===== src/priority_lock_arbiter_defines.svh =====
// assertion macros shared by the priority lock arbiter rtl
// expects clk and rst to be visible in the module that uses them
`ifndef PRIORITY_LOCK_ARBITER_DEFINES_SVH
`define PRIORITY_LOCK_ARBITER_DEFINES_SVH

// same-cycle implication, checked outside reset
`define PLK_ASSERT_IMPL(label, ante, cons) \
  label: assert property (@(posedge clk) disable iff (rst) (ante) |-> (cons)) \
    else $error("plk assertion failed");

// next-cycle implication, checked outside reset
`define PLK_ASSERT_NEXT(label, ante, cons) \
  label: assert property (@(posedge clk) disable iff (rst) (ante) |=> (cons)) \
    else $error("plk assertion failed");

`endif


===== src/plk_pkg.sv =====
// shared constants, codes and types of the priority lock arbiter
// no dependencies
`default_nettype none

package plk_pkg;

  localparam int WAIT_DEPTH = 16;
  localparam int LEVEL_BITS = 8;

  // stored level width, the level port carries at most eight bits
  localparam int LVL_W = (LEVEL_BITS < 8) ? LEVEL_BITS : 8;
  localparam int IDX_W = (WAIT_DEPTH > 1) ? $clog2(WAIT_DEPTH) : 1;
  localparam int CNT_W = $clog2(WAIT_DEPTH + 1);

  // beat kind
  localparam logic KIND_REQ = 1'b0;
  localparam logic KIND_REL = 1'b1;

  typedef enum logic [2:0] {
    ST_GRANTED  = 3'd0,
    ST_QUEUED   = 3'd1,
    ST_FULL     = 3'd2,
    ST_FREED    = 3'd3,
    ST_REL_FREE = 3'd4
  } status_t;

  typedef enum logic [1:0] {
    S_IDLE,
    S_SCAN,
    S_SHIFT
  } state_t;

endpackage

`default_nettype wire


===== src/plk_ram.sv =====
// simple dual port ram, one write and one registered read per cycle
// no dependencies
`default_nettype none

module plk_ram #(
  parameter int DEPTH = 16,
  parameter int WIDTH = 8,
  localparam int AW = (DEPTH > 1) ? $clog2(DEPTH) : 1
) (
  input  wire logic             clk,
  input  wire logic             we,
  input  wire logic [AW-1:0]    waddr,
  input  wire logic [WIDTH-1:0] wdata,
  input  wire logic [AW-1:0]    raddr,
  output logic      [WIDTH-1:0] rdata
);

  logic [WIDTH-1:0] mem [DEPTH];

  // write port
  always_ff @(posedge clk) begin
    if (we) begin
      mem[waddr] <= wdata;
    end
  end

  // registered read port
  always_ff @(posedge clk) begin
    rdata <= mem[raddr];
  end

endmodule

`default_nettype wire


===== src/priority_lock_arbiter.sv =====
// priority lock arbiter: lock with a priority-ordered wait list
// depends on plk_pkg, plk_ram and priority_lock_arbiter_defines.svh
//
// usage: drive kind and level with start high; a beat is taken at a rising
// edge with start high and busy low. kind 0 asks for the lock, kind 1
// releases it. each beat gives exactly one result, shown for one cycle on
// status, grant_valid, granted_level and waiting_count with done high; the
// receiver has no way to hold it and must take it in that cycle.
// a request, a release while free and a release with nobody waiting give
// their result in the cycle after the beat, and busy stays low, so such
// beats may follow every cycle.
// a release with n waiters runs a scan over the wait list through the
// ram's single read port, one entry per cycle, then closes the gap left
// by the winner by moving the younger entries down one per cycle, busy
// high throughout. the wait list is kept in arrival order, so the first
// highest level found in the scan is the oldest.
// reset (rst, synchronous) frees the lock and empties the wait list; ram
// contents are not cleared, the fill count alone marks what is valid.
`default_nettype none
`include "priority_lock_arbiter_defines.svh"

module priority_lock_arbiter
  import plk_pkg::*;
(
  input  wire logic       clk,
  input  wire logic       rst,
  input  wire logic       start,
  output logic            busy,
  input  wire logic       kind,
  input  wire logic [7:0] level,
  output logic            done,
  output logic [2:0]      status,
  output logic            grant_valid,
  output logic [7:0]      granted_level,
  output logic [4:0]      waiting_count
);

  state_t             state, state_next;
  logic               held, held_next;
  logic [CNT_W-1:0]   cnt, cnt_next;
  logic [CNT_W-1:0]   ptr, ptr_next;
  logic               rd_vld, rd_vld_next;
  logic [IDX_W-1:0]   rd_idx, rd_idx_next;
  logic [LVL_W-1:0]   best_lvl, best_lvl_next;
  logic [IDX_W-1:0]   best_idx, best_idx_next;

  logic               acc;
  logic               issue;
  logic               take;
  logic [LVL_W-1:0]   win_lvl;
  logic [IDX_W-1:0]   win_idx;
  logic               last_cmp;

  logic               we;
  logic [IDX_W-1:0]   waddr;
  logic [LVL_W-1:0]   wdata;
  logic [IDX_W-1:0]   raddr;
  logic [LVL_W-1:0]   rdata;

  logic               done_next;
  status_t            res_status;
  logic               res_gvalid;
  logic [LVL_W-1:0]   res_level;

  assign busy  = (state != S_IDLE);
  assign acc   = start && !busy;
  assign issue = (ptr < cnt);
  assign raddr = ptr[IDX_W-1:0];

  // compare unit of the scan: first entry or strictly higher level wins
  assign take     = (rd_idx == '0) || (rdata > best_lvl);
  assign win_lvl  = take ? rdata : best_lvl;
  assign win_idx  = take ? rd_idx : best_idx;
  assign last_cmp = rd_vld && (CNT_W'(rd_idx) == cnt - CNT_W'(1));

  // wait list storage, kept in arrival order
  plk_ram #(
    .DEPTH (WAIT_DEPTH),
    .WIDTH (LVL_W)
  ) u_ram (
    .clk   (clk),
    .we    (we),
    .waddr (waddr),
    .wdata (wdata),
    .raddr (raddr),
    .rdata (rdata)
  );

  // next state
  always_comb begin
    state_next = state;
    unique case (state)
      S_IDLE: begin
        if (acc && kind == KIND_REL && held && cnt != '0) begin
          state_next = S_SCAN;
        end
      end
      S_SCAN: begin
        if (last_cmp) begin
          state_next = S_SHIFT;
        end
      end
      S_SHIFT: begin
        if (!issue && !rd_vld) begin
          state_next = S_IDLE;
        end
      end
      default: state_next = S_IDLE;
    endcase
  end

  // datapath and result control
  always_comb begin
    held_next     = held;
    cnt_next      = cnt;
    ptr_next      = ptr;
    rd_vld_next   = 1'b0;
    rd_idx_next   = rd_idx;
    best_lvl_next = best_lvl;
    best_idx_next = best_idx;
    we            = 1'b0;
    waddr         = cnt[IDX_W-1:0];
    wdata         = level[LVL_W-1:0];
    done_next     = 1'b0;
    res_status    = ST_GRANTED;
    res_gvalid    = 1'b0;
    res_level     = '0;
    unique case (state)
      S_IDLE: begin
        if (acc) begin
          done_next = 1'b1;
          if (kind == KIND_REQ) begin
            if (!held) begin
              held_next  = 1'b1;
              res_status = ST_GRANTED;
              res_gvalid = 1'b1;
              res_level  = level[LVL_W-1:0];
            end else if (cnt >= CNT_W'(WAIT_DEPTH)) begin
              res_status = ST_FULL;
            end else begin
              we         = 1'b1;
              cnt_next   = cnt + CNT_W'(1);
              res_status = ST_QUEUED;
            end
          end else if (!held) begin
            res_status = ST_REL_FREE;
          end else if (cnt == '0) begin
            held_next  = 1'b0;
            res_status = ST_FREED;
          end else begin
            // long release, result comes at the end of the shift pass
            done_next = 1'b0;
            ptr_next  = '0;
          end
        end
      end
      S_SCAN: begin
        if (issue) begin
          ptr_next    = ptr + CNT_W'(1);
          rd_vld_next = 1'b1;
          rd_idx_next = ptr[IDX_W-1:0];
        end
        if (rd_vld) begin
          best_lvl_next = win_lvl;
          best_idx_next = win_idx;
        end
        if (last_cmp) begin
          rd_vld_next = 1'b0;
          ptr_next    = CNT_W'(win_idx) + CNT_W'(1);
        end
      end
      S_SHIFT: begin
        if (issue) begin
          ptr_next    = ptr + CNT_W'(1);
          rd_vld_next = 1'b1;
          rd_idx_next = ptr[IDX_W-1:0];
        end
        // move the entry just read one place toward the head
        if (rd_vld) begin
          we    = 1'b1;
          waddr = rd_idx - IDX_W'(1);
          wdata = rdata;
        end
        if (!issue && !rd_vld) begin
          cnt_next   = cnt - CNT_W'(1);
          done_next  = 1'b1;
          res_status = ST_GRANTED;
          res_gvalid = 1'b1;
          res_level  = best_lvl;
        end
      end
      default: ;
    endcase
  end

  // control registers
  always_ff @(posedge clk) begin
    if (rst) begin
      state  <= S_IDLE;
      held   <= 1'b0;
      cnt    <= '0;
      rd_vld <= 1'b0;
      done   <= 1'b0;
    end else begin
      state  <= state_next;
      held   <= held_next;
      cnt    <= cnt_next;
      rd_vld <= rd_vld_next;
      done   <= done_next;
    end
  end

  // sequencer payload and result beat
  always_ff @(posedge clk) begin
    ptr      <= ptr_next;
    rd_idx   <= rd_idx_next;
    best_lvl <= best_lvl_next;
    best_idx <= best_idx_next;
    if (done_next) begin
      status        <= res_status;
      grant_valid   <= res_gvalid;
      granted_level <= 8'(res_level);
      waiting_count <= 5'(cnt_next);
    end
  end

  `PLK_ASSERT_IMPL(a_cnt_range, 1'b1, cnt <= CNT_W'(WAIT_DEPTH))
  `PLK_ASSERT_IMPL(a_wait_needs_holder, cnt != '0, held)
  `PLK_ASSERT_IMPL(a_scan_nonempty, state == S_SCAN, cnt != '0)
  `PLK_ASSERT_NEXT(a_rel_free, acc && kind == KIND_REL && !held, done && status == ST_REL_FREE)
  `PLK_ASSERT_IMPL(a_grant_held, done && grant_valid, held)

endmodule

`default_nettype wire

===== config.mk =====
export PLATFORM = sky130hd
export DESIGN_NAME = priority_lock_arbiter
export DESIGN_NICKNAME = d
export VERILOG_FILES = /design/src/plk_pkg.sv /design/src/plk_ram.sv /design/src/priority_lock_arbiter.sv
export VERILOG_INCLUDE_DIRS = /design/src /design/src/src
export SDC_FILE = /design/constraint.sdc
export NUM_CORES = 1
export LEC_CHECK = 0
export BUFFER_PORTS_ARGS = -buffer_cell sky130_fd_sc_hd__buf_2
export CAP_MARGIN = 20
export CORE_MARGIN = 2
export CORE_UTILIZATION = 60
export DETAILED_ROUTE_END_ITERATION = 10
export PLACE_DENSITY = 0.78
export SLEW_MARGIN = 5
export SYNTH_ARGS = -nofsm -noshare
export SYNTH_HDL_FRONTEND = slang
export SYNTH_SLANG_ARGS = --single-unit

===== constraint.sdc =====
create_clock -name clk -period 3.4 [get_ports clk]
set_input_delay 0.68 -clock clk [delete_from_list [all_inputs] [get_ports clk]]
set_output_delay 0.68 -clock clk [all_outputs]
set_load 0.01 [all_outputs]

-- After elaboration in Yosys (flattened, before gate mapping)
Memories as Yosys holds them, arrays and structs flattened. A register that Yosys moved wholly into a read port is not among the register bits.
Index checks and enable logic that the tools add are counted.
- flip-flop bits (word level): 48
- RAM bits: 128
- input port bits: 12
- output and inout port bits: 19
- word-level logic and storage cells: 111
- memories kept: 1
- add/subtract/negate cells: 5
- magnitude comparators: 3
- equality and inequality tests: 10
- muxes and demuxes: 56
- reduce and logical (&&, ||, !) cells: 23
- memory list (name ; depth ; width ; rd ports ; clocked after Yosys merged registers in ; wr ports ; line ; text):
    u_ram.mem ; 16 ; 8 ; 1 ; 1 ; 1 ; plk_ram.sv:18 ; logic [WIDTH-1:0] mem [DEPTH];
- operators with widths (kind ; number):
    $mux 5 ; 11
    $mux 8 ; 6
    $mux 1 ; 20
    $pmux 8 s2 ; 1
    $pmux 5 s3 ; 1
    $ne 2x2->1 const B ; 7
    $mux 2 ; 6
    $mux 4 ; 3
    $add 5x1->5 const B ; 2
    $pmux 5 s2 ; 1
    $gt 8x8->1 ; 1
    $pmux 1 s2 ; 4
    $logic_and 1x1->1 ; 6
    $mux 3 ; 2
    $pmux 2 s3 ; 1
    $reduce_and 2->1 ; 3
    $reduce_and 3->1 ; 2
    $add 4x1->5 const B ; 1
    $eq 4x5->1 ; 1
    $ge 5x5->1 const B ; 1
    $logic_not 5->1 ; 1
    $lt 5x5->1 ; 1
    $reduce_and 5->1 ; 1
    $reduce_bool 5->1 ; 1
    other kinds (11) ; 13

-- Logic depth before layout (Yosys ltp)
Gate-level depths: netlist (run 1).
- depth after elaboration: 8
- mapped depth: 11
- gate-level depth less buffers: 11

-- Modules after synthesis
Synthesis (run 1) repeated with hierarchy kept, for this count alone.
- cell total of the unflattened synthesis: 514
- area total of the unflattened synthesis: 8179.1 µm²
- modules (own cells, without submodules) (module ; instances ; cells an instance ; area an instance (µm²) ; sequential area each (µm²)):
    plk_ram ; 1 ; 229 ; 5147.4 ; 4003.8
    priority_lock_arbiter ; 1 ; 285 ; 3031.7 ; 1341.3

-- Worst setup path after synthesis (run 1)
Ideal clock, no wire load.
- kind: flip-flop to flip-flop
- start point: register cnt[1]
- end point: register grant_valid (enable)
- setup time: 0.396 ns
- arrival time: 2.258 ns
- data required time: 3.004 ns
- slack: 0.747 ns
- stages on the path, launching flop included: 7
- path buffers: 1
- period minus slack after synthesis: 2.653 ns
- cells stage by stage: dfxtp_1 -> clkbuf_1 -> inv_1 -> ha_1 -> or4b_1 -> and3_1 -> o21bai_1
- cells in the longest elaborated chain, start to end: 6
- elaborated cells between the ends (all ways): 10
- classes of those cells: order compare: 1; mux: 6; reduce/logical: 3
- RTL lines (item ; line ; text):
    start: declaration ; priority_lock_arbiter.sv:40 ; logic [CNT_W-1:0] cnt, cnt_next;
    start signal: assignment ; priority_lock_arbiter.sv:207 ; cnt <= cnt_next;
    parallel branches: the longest is 5 deep, another holds $lt 5x5->1 ; n/a ;
    $pmux 1 s2 (*) ; priority_lock_arbiter.sv:128 ; unique case (state)
    net done_next ; priority_lock_arbiter.sv:60 ; logic done_next;
    end signal: assignment ; priority_lock_arbiter.sv:221 ; grant_valid <= res_gvalid;
    end: declaration ; priority_lock_arbiter.sv:33 ; output logic grant_valid,
Mark *: on every way through the listed nets, which the timed path passes.
A chain may end at the register's enable or synchronous reset.

-- Worst setup path in the final report (run 1)
- start point: register state[0]
- end point: memory u_ram.mem[14][7] (enable)
- cells in the longest elaborated chain, start to end: 7
- elaborated cells between the ends (all ways): 10
- classes of those cells: eq/ne: 1; mux: 5; reduce/logical: 4
- RTL lines (item ; line ; text):
    start: declaration ; priority_lock_arbiter.sv:38 ; state_t state, state_next;
    start signal: assignment ; priority_lock_arbiter.sv:205 ; state <= state_next;
    $reduce_bool 2->1 ; priority_lock_arbiter.sv:65 ; assign busy = (state != S_IDLE);
    $logic_not 1->1 ; priority_lock_arbiter.sv:66 ; assign acc = start && !busy;
    $logic_and 1x1->1 ; priority_lock_arbiter.sv:66 ;
    $mux 1 ; priority_lock_arbiter.sv:130 ; if (acc) begin
    $pmux 1 s2 ; priority_lock_arbiter.sv:128 ;
    $mux 1 ; plk_ram.sv:22 ; if (we) begin
    $mux 1 (implied by the code) ; plk_ram.sv:23 ; mem[waddr] <= wdata;
    end: declaration ; plk_ram.sv:18 ;
Parallel ways exist; a longest one is shown, timed or not.

==> results of run 1 <==
==> through the flow <==
stage	utilization, %	setup WS [ns]	power [mW]
global placement	64.4	0.553	3.22
global route	68.7	0.248	5.27
finish	68.7	0.483	5.10
CTS	68.6	0.494	5.10
floorplan	-	0.747	3.04
detailed placement	64.4	0.434	3.23
==> layout make-up <==
class                   instances  area (um2)
flip-flops and latches        184        5350
fillers                       878        4170
multi-input cells             345        2600
clock buffers                  18         429
repair buffers                 51         305
well taps                     176         220
clock inverters                14         136
inverters                      25        93.8
==> flip-flops by register name (all words and copies together), names as in the netlist, 5 cells and up <==
register,cells
u_ram.mem,128
best_lvl,8
granted_level,8
u_ram.rdata,8
cnt,5
ptr,5
waiting_count,5
==> cells in the mapped netlist, drive strengths merged (5+ instances only) <==
master,count,area [um2]
mux4,16,360
buf,12,71.3
dfxtp,18,360
ha,21,263
a22o,9,78.8
nand3,8,40.0
and2,6,37.5
inv,25,93.8
nand2,65,244
xnor2,7,61.3
a211oi,5,42.5
nor2,29,109
o21ai,26,130
mux2i,31,310
nand4,8,56.3
a221oi,9,78.8
a21oi,21,105
clkbuf,16,61.3
xor2,6,52.6
mux2,6,67.6
a22oi,9,67.6
nor3,10,66.3
edfxtp,166,4980
==> routing by layer <==
layer | share of wire [%] | wire (um) | GRT usage [%] | up-vias
met5 | 0 | 0 | 0 | -
met4 | 2.4 | 439 | 9.81 | 0
met3 | 8.3 | 1500 | 4.39 | 38
met2 | 48 | 8690 | 41.6 | 315
met1 | 41 | 7480 | 37.8 | 2568
li1 | - | - | - | 2321
==> how the worst max path moves through the flow <==
stage | from | to | slack [ns] | depth (start not counted)
2_1_floorplan | cnt[1] | grant_valid | 0.75 | 6
5_1_grt | state[0] | u_ram.mem[8][1] | 0.25 | 7
3_5_place_dp | kind | u_ram.mem[11][6] | 0.43 | 5
6_report | state[0] | u_ram.mem[14][7] | 0.48 | 6
4_1_cts | state[0] | u_ram.mem[14][7] | 0.49 | 6
3_3_place_gp | kind | u_ram.mem[11][1] | 0.55 | 5
==> worst max-delay path, delay by kind of cell (launching register included) <==
family	cells	cell delay, ns
compound gates	1	0.43
flops	1	0.33
fa+ha+maj	1	0.45
simple gates	3	1.26
buf+inv	1	0.09
==> logic make-up after synthesis <==
group,count (synthesis),synth area share [%]
and+or+nand+nor,149,8.79
DFF,184,65.4
adders and majority gates,21,3.22
xor gates and xnor gates,13,1.39
muxes,53,9.04
AOI/OAI and AO/OA,109,9.37
buffers and inverters,53,2.77
==> power by group <==
| group | leakage, nW | switching [mW] | internal [mW] |
|---|---|---|---|
| clock network | 0.280 | 0.872 | 1.03 |
| logic | 1.42 | 0.390 | 0.215 |
| registers | 1.66 | 0.0392 | 2.56 |
==> out/qor.csv, run 1 <==
stage,metric,value,unit
clock_tree,cts_root_buf,clkbuf_16,
worst_setup_path,crit_path_frequent_cell,nand2_1,
timing,maxSlewHeadroom,37.8,%
yosys,syn_area_per_cell,14.0,um2
clock_tree,cts_buffers,17,
worst_setup_path,crit_fanout,19,
timing,holdWs,0.449,ns
worst_setup_path,r2r-start,state[0],
route,wl,18.1,mm
pwr,worst_ir_drop_vdd,0.000349,V
global_route,grt_max_degree,53,
worst_setup_path,rrSetupSlack,0.48,ns
timing,period_share,85.8,%
outcome,status,"finished, final reports clean",
finish,stdcell_count,813,
global_route,grt_usage,26.5,%
route,initialDrtViolationCount,789,
placement,port_buffers,30,
die,die_x,121,um
die,dieArea,0.0146,mm2
worst_setup_path,critPathRequiredTime,3.46,ns
hold_path,hp-start,u_ram.rdata[0],
clock_tree,clkTransAtPathRegs,0.07,ns
finish,num-nets-final,657,
route,vias_per_cell,6.45,
worst_setup_path,worstPathArrival,2.98,ns
yosys,ys_types,62,
timing,grt_setup_unrepaired,no,
route,wl_per_cell,22.3,um
placement,routabilityCongestion,0.917,
finish,final_cell_mix,"166 x edfxtp_1, 65 x nand2_1, 31 x mux2i_1, 31 x buf_2, 29 x nor2_1",
global_route,antenna_found_initial,0,
timing,slew_violations,0,
worst_setup_path,critPathCaptureType,flop,
hold_path,worstHoldEndpoint,best_lvl[0],
timing,finalSetupViolCount,0,
die,fp.dieH,121,um
worst_setup_path,max_stage_delay,0.58,ns
finish,area_delta_synth_final,11.7,%
die,row_count,42,
pwr,powerDensity,559,mW/mm2
clock_tree,cts.repair.resized,0,
pwr,leakagePower,3.36,nW
route,drcViolationCount,0,
placement,place_area,0.00856,mm2
worst_setup_path,ff2ff_path_depth,6,
run,maxCapViolations,0,
yosys,synthCells,582,
worst_setup_path,rr_endpoint,u_ram.mem[14][7],
clock_tree,h-tree-depth,4,
yosys,synth_edf_count,166,
timing,skew,0.0196,ns
timing,max_freq,0.343,GHz
clock_tree,clkLatencyLatePin,0.44,ns
die,ios,31,
worst_setup_path,critPathKind,flop to flop,
route,via_count,5242,
die,start_util,61.5,%
clock_tree,ctsHoldBuffers,0,
hold_path,hold_depth,0,
finish,drive_above_1_share,17.4,%
finish,mostFrequentLayoutCell,edfxtp_1,
global_route,grt_pass1_vias,4976,
timing,min_period,2.92,ns
yosys,synth-seq-cells,184,
finish,postLayoutCellArea,0.00913,mm2
global_route,overflow,0,
timing,hold_viol,0,
clock_tree,cts_buffer_depth,2,
placement,hpwlAfterDp,12.1,mm
global_route,grt_pass1_wl,28.3,mm
yosys,seq_area_frac_synth,65.4,%
yosys,syn_nets,615,
yosys,synthArstFlopShare,0,%
timing,tightest_slew,0.934,ns
yosys,ys.flop_type,edfxtp_1,
worst_setup_path,cp-start-kind,flop,
yosys,yosys_warnings,0,
route,drtPass1Iterations,6,
finish,diodes,0,
route,ant_nets,0,
clock_tree,cts_tree,done,
yosys,synth.cell_area,0.00817,mm2
timing,fin_setup_tns,0,ns
placement,dp_cells,780,
die,coreArea,0.0133,mm2
worst_setup_path,slowest_stage,nor2_1,
clock_tree,post_cts_buffers,0,
hold_path,min-delay-path-class,flop to flop,
worst_setup_path,path_cells,"inv_1, ha_1, nand2_1, o21ai_0, nand2_1, nor2_1",
clock_tree,clock_sinks,184,
Power figures use the tool's default switching activity.
==> run 2, diff against run 1 <==
==> constraint.sdc (replaced) <==
create_clock -name clk -period 3.6 [get_ports clk]
set_input_delay 0.72 -clock clk [delete_from_list [all_inputs] [get_ports clk]]
set_output_delay 0.72 -clock clk [all_outputs]
set_load 0.01 [all_outputs]
==> out/qor.csv, run 2 (synthesized netlist as in run 1, its figures left out) <==
stage,metric,value,unit
pwr,p_int,3.72,mW
global_route,grt_pass1_vias,4997,
pwr,combPwrFrac,10.9,%
run,maxCapViolations,0,
route,ant_nets,0,
worst_setup_path,r2r-start,state[0],
die,start_util,61.5,%
timing,skew,0.00838,ns
clock_tree,clkTransAtPathRegs,0.07,ns
placement,port_buffers,30,
route,vias_per_cell,6.37,
worst_setup_path,ff2ff_path_depth,6,
clock_tree,cts_tree,done,
timing,min_period,3.06,ns
die,coreArea,0.0133,mm2
finish,mostFrequentLayoutCell,edfxtp_1,
clock_tree,cts_buffer_depth,2,
route,via_count,5105,
finish,diodes,0,
die,die_x,121,um
route,drcViolationCount,0,
clock_tree,clkLatencyLatePin,0.44,ns
timing,maxSlewHeadroom,40.0,%
timing,slew_violations,0,
worst_setup_path,rr_endpoint,u_ram.mem[11][0],
finish,stdcell_count,801,
pwr,p_sw_share,24.8,%
worst_setup_path,startpoint,state[0],
pwr,powerDensity,544,mW/mm2
worst_setup_path,critPathKind,flop to flop,
clock_tree,cts_buffers,17,
finish,top_register,u_ram.mem,
worst_setup_path,critPathCaptureType,flop,
placement,dp_cells,767,
die,fp.dieH,121,um
finish,final_cell_mix,"166 x edfxtp_1, 65 x nand2_1, 31 x mux2i_1, 31 x buf_2, 29 x nor2_1",
worst_setup_path,slowest_stage,nor2_1,
global_route,overflow,0,
timing,holdWs,0.444,ns
worst_setup_path,worstPathArrival,3.13,ns
timing,max_freq,0.327,GHz
finish,n_fill_cell,893,
clock_tree,h-tree-depth,4,
finish,largest_reg_flops,128,
global_route,grt_pass1_wl,28.2,mm
clock_tree,post_cts_buffers,0,
finish,area_delta_synth_final,11.3,%
die,ios,31,
outcome,status,"finished, final reports clean",
finish,seq_area,0.00535,mm2
timing,finalSetupViolCount,0,
finish,drive_above_1_share,16.2,%
worst_setup_path,path_cells,"inv_1, ha_1, nand2_1, nor3_1, a41oi_1, nor2_1",
global_route,grt_usage,26.5,%
timing,fin_setup_tns,0,ns
pwr,worst_ir_drop_vdd,0.000386,V
worst_setup_path,max_stage_delay,0.65,ns
pwr,p_clk_share,39.3,%
hold_path,min-delay-path-class,flop to flop,
pwr,power.switching,1.22,mW
worst_setup_path,crit_fanout,9,
worst_setup_path,crit_end,u_ram.mem[11][0],
clock_tree,cts.repair.resized,0,
placement,routabilityCongestion,0.923,
pwr,p_seq_share,49.8,%
worst_setup_path,critPathRequiredTime,3.67,ns
route,drtPass1Iterations,5,
finish,multi_input_area,0.00260,mm2
clock_tree,cts_root_buf,clkbuf_16,
worst_setup_path,critical_path_buf_inv_count,1,
worst_setup_path,cp-start-kind,flop,
route,wl,18.1,mm
route,initialDrtViolationCount,691,
timing,hold_viol,0,
global_route,grt_max_degree,53,
timing,tightest_slew,0.901,ns
timing,period_share,85.1,%
die,row_count,42,
worst_setup_path,path_depth,6,
worst_setup_path,rrSetupSlack,0.54,ns
clock_tree,clock_sinks,184,
global_route,antenna_found_initial,0,
clock_tree,ctsHoldBuffers,0,
route,wl_per_cell,22.6,um
finish,num-nets-final,645,
die,dieArea,0.0146,mm2
timing,grt_setup_unrepaired,no,
worst_setup_path,critPathTopFamily,simple AND/OR/NAND/NOR gates,
pwr,leakagePower,3.32,nW
placement,hpwlAfterDp,12.2,mm
run 2: cell count changes in the layout (fill, tap and decap cells not counted):
cell        previous run  this run
clkinv_4               0         1
clkinvlp_4             0         1
inv_8                  1         2
clkinv_1               2         0
bufinv_16              1         3
inv_6                  7         4
buf_4                 20         8
run 2: cell type report:
cell class,instances,area share [%]
Inverter,25,1.03
Multi-Input combinational cell,345,28.6
Tap cell,176,2.42
Sequential cell,184,58.8
Timing Repair Buffer,39,2.37
Clock buffer,18,4.72
Clock inverter,14,2.09
run 2: through the flow:
step	setup slack (ns)	power, mW	area [um2]	util (%)
4_1_cts	0.600	4.95	9080	68.3
5_1_grt	0.372	5.09	9090	68.4
3_5_place_dp	0.529	3.04	8460	63.6
2_1_floorplan	0.947	2.87	8170	-
3_3_place_gp	0.653	3.02	8460	63.6
6_report	0.538	4.95	9090	68.4
run 2: worst register-to-register path: cells and delay by family (launching register included):
| family | cells | cell delay (ns) |
|---|---|---|
| AOI/OAI and AO/OA | 1 | 0.44 |
| buffers and inverters | 1 | 0.08 |
| DFF | 1 | 0.33 |
| and+or+nand+nor | 3 | 1.48 |
| adders and majority gates | 1 | 0.38 |
run 2: how the worst min path moves through the flow:
stage                  end  slack, ns  depth (start not counted)      startpoint
4_1_cts        best_lvl[0]       0.44                          0  u_ram.rdata[0]
6_report       best_lvl[0]       0.44                          0  u_ram.rdata[0]
3_3_place_gp   best_lvl[0]       0.42                          0  u_ram.rdata[0]
5_1_grt        best_lvl[0]       0.46                          0  u_ram.rdata[0]
3_5_place_dp   best_lvl[0]       0.42                          0  u_ram.rdata[0]
2_1_floorplan  best_lvl[0]       0.41                          0  u_ram.rdata[0]
run 2: metal layers:
layer | vias to the layer above | track usage, % | wire [um]
met2 | 264 | 42.3 | 8530
li1 | 2287 | - | -
met3 | 44 | 4.62 | 1520
met5 | - | 0 | 0
met1 | 2510 | 36.4 | 7480
met4 | 0 | 11.2 | 573
run 2: power by group through the flow:
stage / combinational (mW) / sequential (mW) / clock [mW]
final: 0.541 / 2.46 / 1.94
after global routing: 0.589 / 2.47 / 2.03
after CTS: 0.532 / 2.46 / 1.95
after detailed placement: 0.528 / 2.51 / 0
after global placement: 0.516 / 2.51 / 0
after floorplan: 0.359 / 2.51 / 0
==> run 3, diff against run 2 <==
--- a/config.mk
+++ b/config.mk
@@ -9,9 +9,9 @@
 export BUFFER_PORTS_ARGS = -buffer_cell sky130_fd_sc_hd__buf_2
 export CAP_MARGIN = 20
 export CORE_MARGIN = 2
-export CORE_UTILIZATION = 60
+export CORE_UTILIZATION = 56
 export DETAILED_ROUTE_END_ITERATION = 10
-export PLACE_DENSITY = 0.78
+export PLACE_DENSITY = 0.76
 export SLEW_MARGIN = 5
 export SYNTH_ARGS = -nofsm -noshare
 export SYNTH_HDL_FRONTEND = slang
==> constraint.sdc (replaced) <==
create_clock -name clk -period 2.6 [get_ports clk]
set_input_delay 0.52 -clock clk [delete_from_list [all_inputs] [get_ports clk]]
set_output_delay 0.52 -clock clk [all_outputs]
set_load 0.01 [all_outputs]
==> out/qor.csv, run 3 (synthesized netlist as in run 1, its figures left out) <==
stage,metric,value,unit
clock_tree,cts_buffers,17,
finish,postLayoutCellArea,0.00952,mm2
timing,hold_viol,0,
finish,drive_above_1_share,23.2,%
placement,place_area,0.00879,mm2
die,coreArea,0.0144,mm2
clock_tree,cts_buffer_depth,2,
placement,routabilityCongestion,0.907,
pwr,worst_ir_drop_vdd,0.000573,V
pwr,leakagePower,3.56,nW
route,via_count,5339,
route,wl,19.1,mm
timing,period_share,98.0,%
pwr,combPwrFrac,11.9,%
clock_tree,cts_root_buf,clkbuf_16,
placement,dp_slack,-0.0780,ns
timing,maxSlewHeadroom,38.8,%
route,vias_per_cell,6.29,
global_route,grt_max_degree,53,
pwr,powerDensity,730,mW/mm2
pwr,p_int,5.14,mW
clock_tree,h-tree-depth,4,
timing,skew,0.0143,ns
timing,tightest_slew,0.917,ns
die,dieArea,0.0156,mm2
pwr,power.switching,1.81,mW
route,drtPass1Iterations,6,
finish,area_delta_synth_final,16.5,%
clock_tree,clkTransAtPathRegs,0.08,ns
timing,slew_violations,0,
pwr,finalPower,6.95,mW
outcome,status,"finished, final reports clean",
placement,port_buffers,30,
worst_setup_path,critPathRequiredTime,2.78,ns
hold_path,min-delay-path-class,input port to flop,
finish,fin_util,66.3,%
pwr,p_seq_share,48.8,%
worst_setup_path,worstPathArrival,2.73,ns
clock_tree,clock_sinks,184,
global_route,overflow,0,
die,start_util,56.9,%
worst_setup_path,rrSetupSlack,0.05,ns
clock_tree,clkLatencyLatePin,0.43,ns
worst_setup_path,ff2ff_path_depth,13,
timing,fin_ws,0.0507,ns
finish,mostFrequentLayoutCell,edfxtp_1,
timing,finalSetupViolCount,0,
finish,largest_reg_flops,128,
hold_path,hold_depth,2,
placement,dp_cells,814,
global_route,grt_pass1_wl,29.2,mm
clock_tree,ctsHoldBuffers,0,
timing,fin_setup_tns,0,ns
worst_setup_path,cp-start-kind,flop,
pwr,p_clk_share,39.3,%
finish,diodes,0,
worst_setup_path,critPathCaptureType,flop,
finish,final_cell_mix,"166 x edfxtp_1, 65 x nand2_1, 47 x buf_4",
placement,hpwlAfterDp,12.8,mm
run,maxCapViolations,0,
finish,num-nets-final,685,
finish,top_register,u_ram.mem,
route,drcViolationCount,0,
die,row_count,44,
route,initialDrtViolationCount,493,
timing,min_period,2.55,ns
timing,max_freq,0.392,GHz
pwr,p_sw_share,26.0,%
route,ant_nets,0,
global_route,grt_pass1_vias,5331,
worst_setup_path,critPathKind,flop to flop,
die,die_x,125,um
global_route,antenna_found_initial,0,
timing,holdWs,0.397,ns
route,wl_per_cell,22.4,um
global_route,grt_usage,25.0,%
finish,stdcell_count,849,
worst_setup_path,crit_fanout,3,
die,fp.dieH,125,um
die,ios,31,
clock_tree,cts_tree,done,
run 3: timing repair:
item	4_1_cts	5_1_grt
resized for setup	4	11
endpoints found under the setup margin	3	20
pin swaps	2	4
buffers inserted	1	2
run 3: final timing paths:
path                                      from          endpoint
worst max-delay path               best_lvl[5]            ptr[1]
worst min-delay path                  level[2]  granted_level[2]
worst max register to register     best_lvl[5]            ptr[1]
worst min register to register  u_ram.rdata[0]       best_lvl[0]
run 3: critical path: stages, from the launching register on:
cell and delay (ns):
edfxtp_1 0.42, inv_2 0.09, ha_4 0.21, a211oi_2 0.20, nor2_2 0.08, o31a_1 0.32
a21oi_2 0.20, buf_4 0.13, buf_4 0.11, nand2_1 0.06, o21ai_2 0.07, ha_2 0.29
nand2_1 0.05, o21ai_0 0.07
run 3: metal layers:
| layer | track usage, % | vias to the layer above | wire length, um |
|---|---|---|---|
| met5 | 0 | - | 0 |
| met4 | 12.3 | 0 | 806 |
| met3 | 4.94 | 57 | 1370 |
| met2 | 42.5 | 273 | 9740 |
| met1 | 30.8 | 2632 | 7140 |
| li1 | - | 2377 | - |
run 3: power groups by stage:
| stage | combinational [mW] | clock, mW | sequential, mW |
|---|---|---|---|
| floorplan | 0.499 | 0 | 3.48 |
| global placement | 0.784 | 0 | 3.45 |
| detailed placement | 0.803 | 0 | 3.46 |
| CTS | 0.813 | 2.75 | 3.39 |
| global route | 0.892 | 2.86 | 3.40 |
| finish | 0.828 | 2.73 | 3.39 |
run 3: cell type report:
| type | count | area [um2] |
|---|---|---|
| clock buffers | 17 | 425 |
| clock inverters | 15 | 218 |
| fillers | 975 | 4850 |
| inverters | 25 | 93.8 |
| multi-input cells | 345 | 2670 |
| flip-flops and latches | 184 | 5350 |
| well taps | 184 | 230 |
| repair buffers | 79 | 543 |
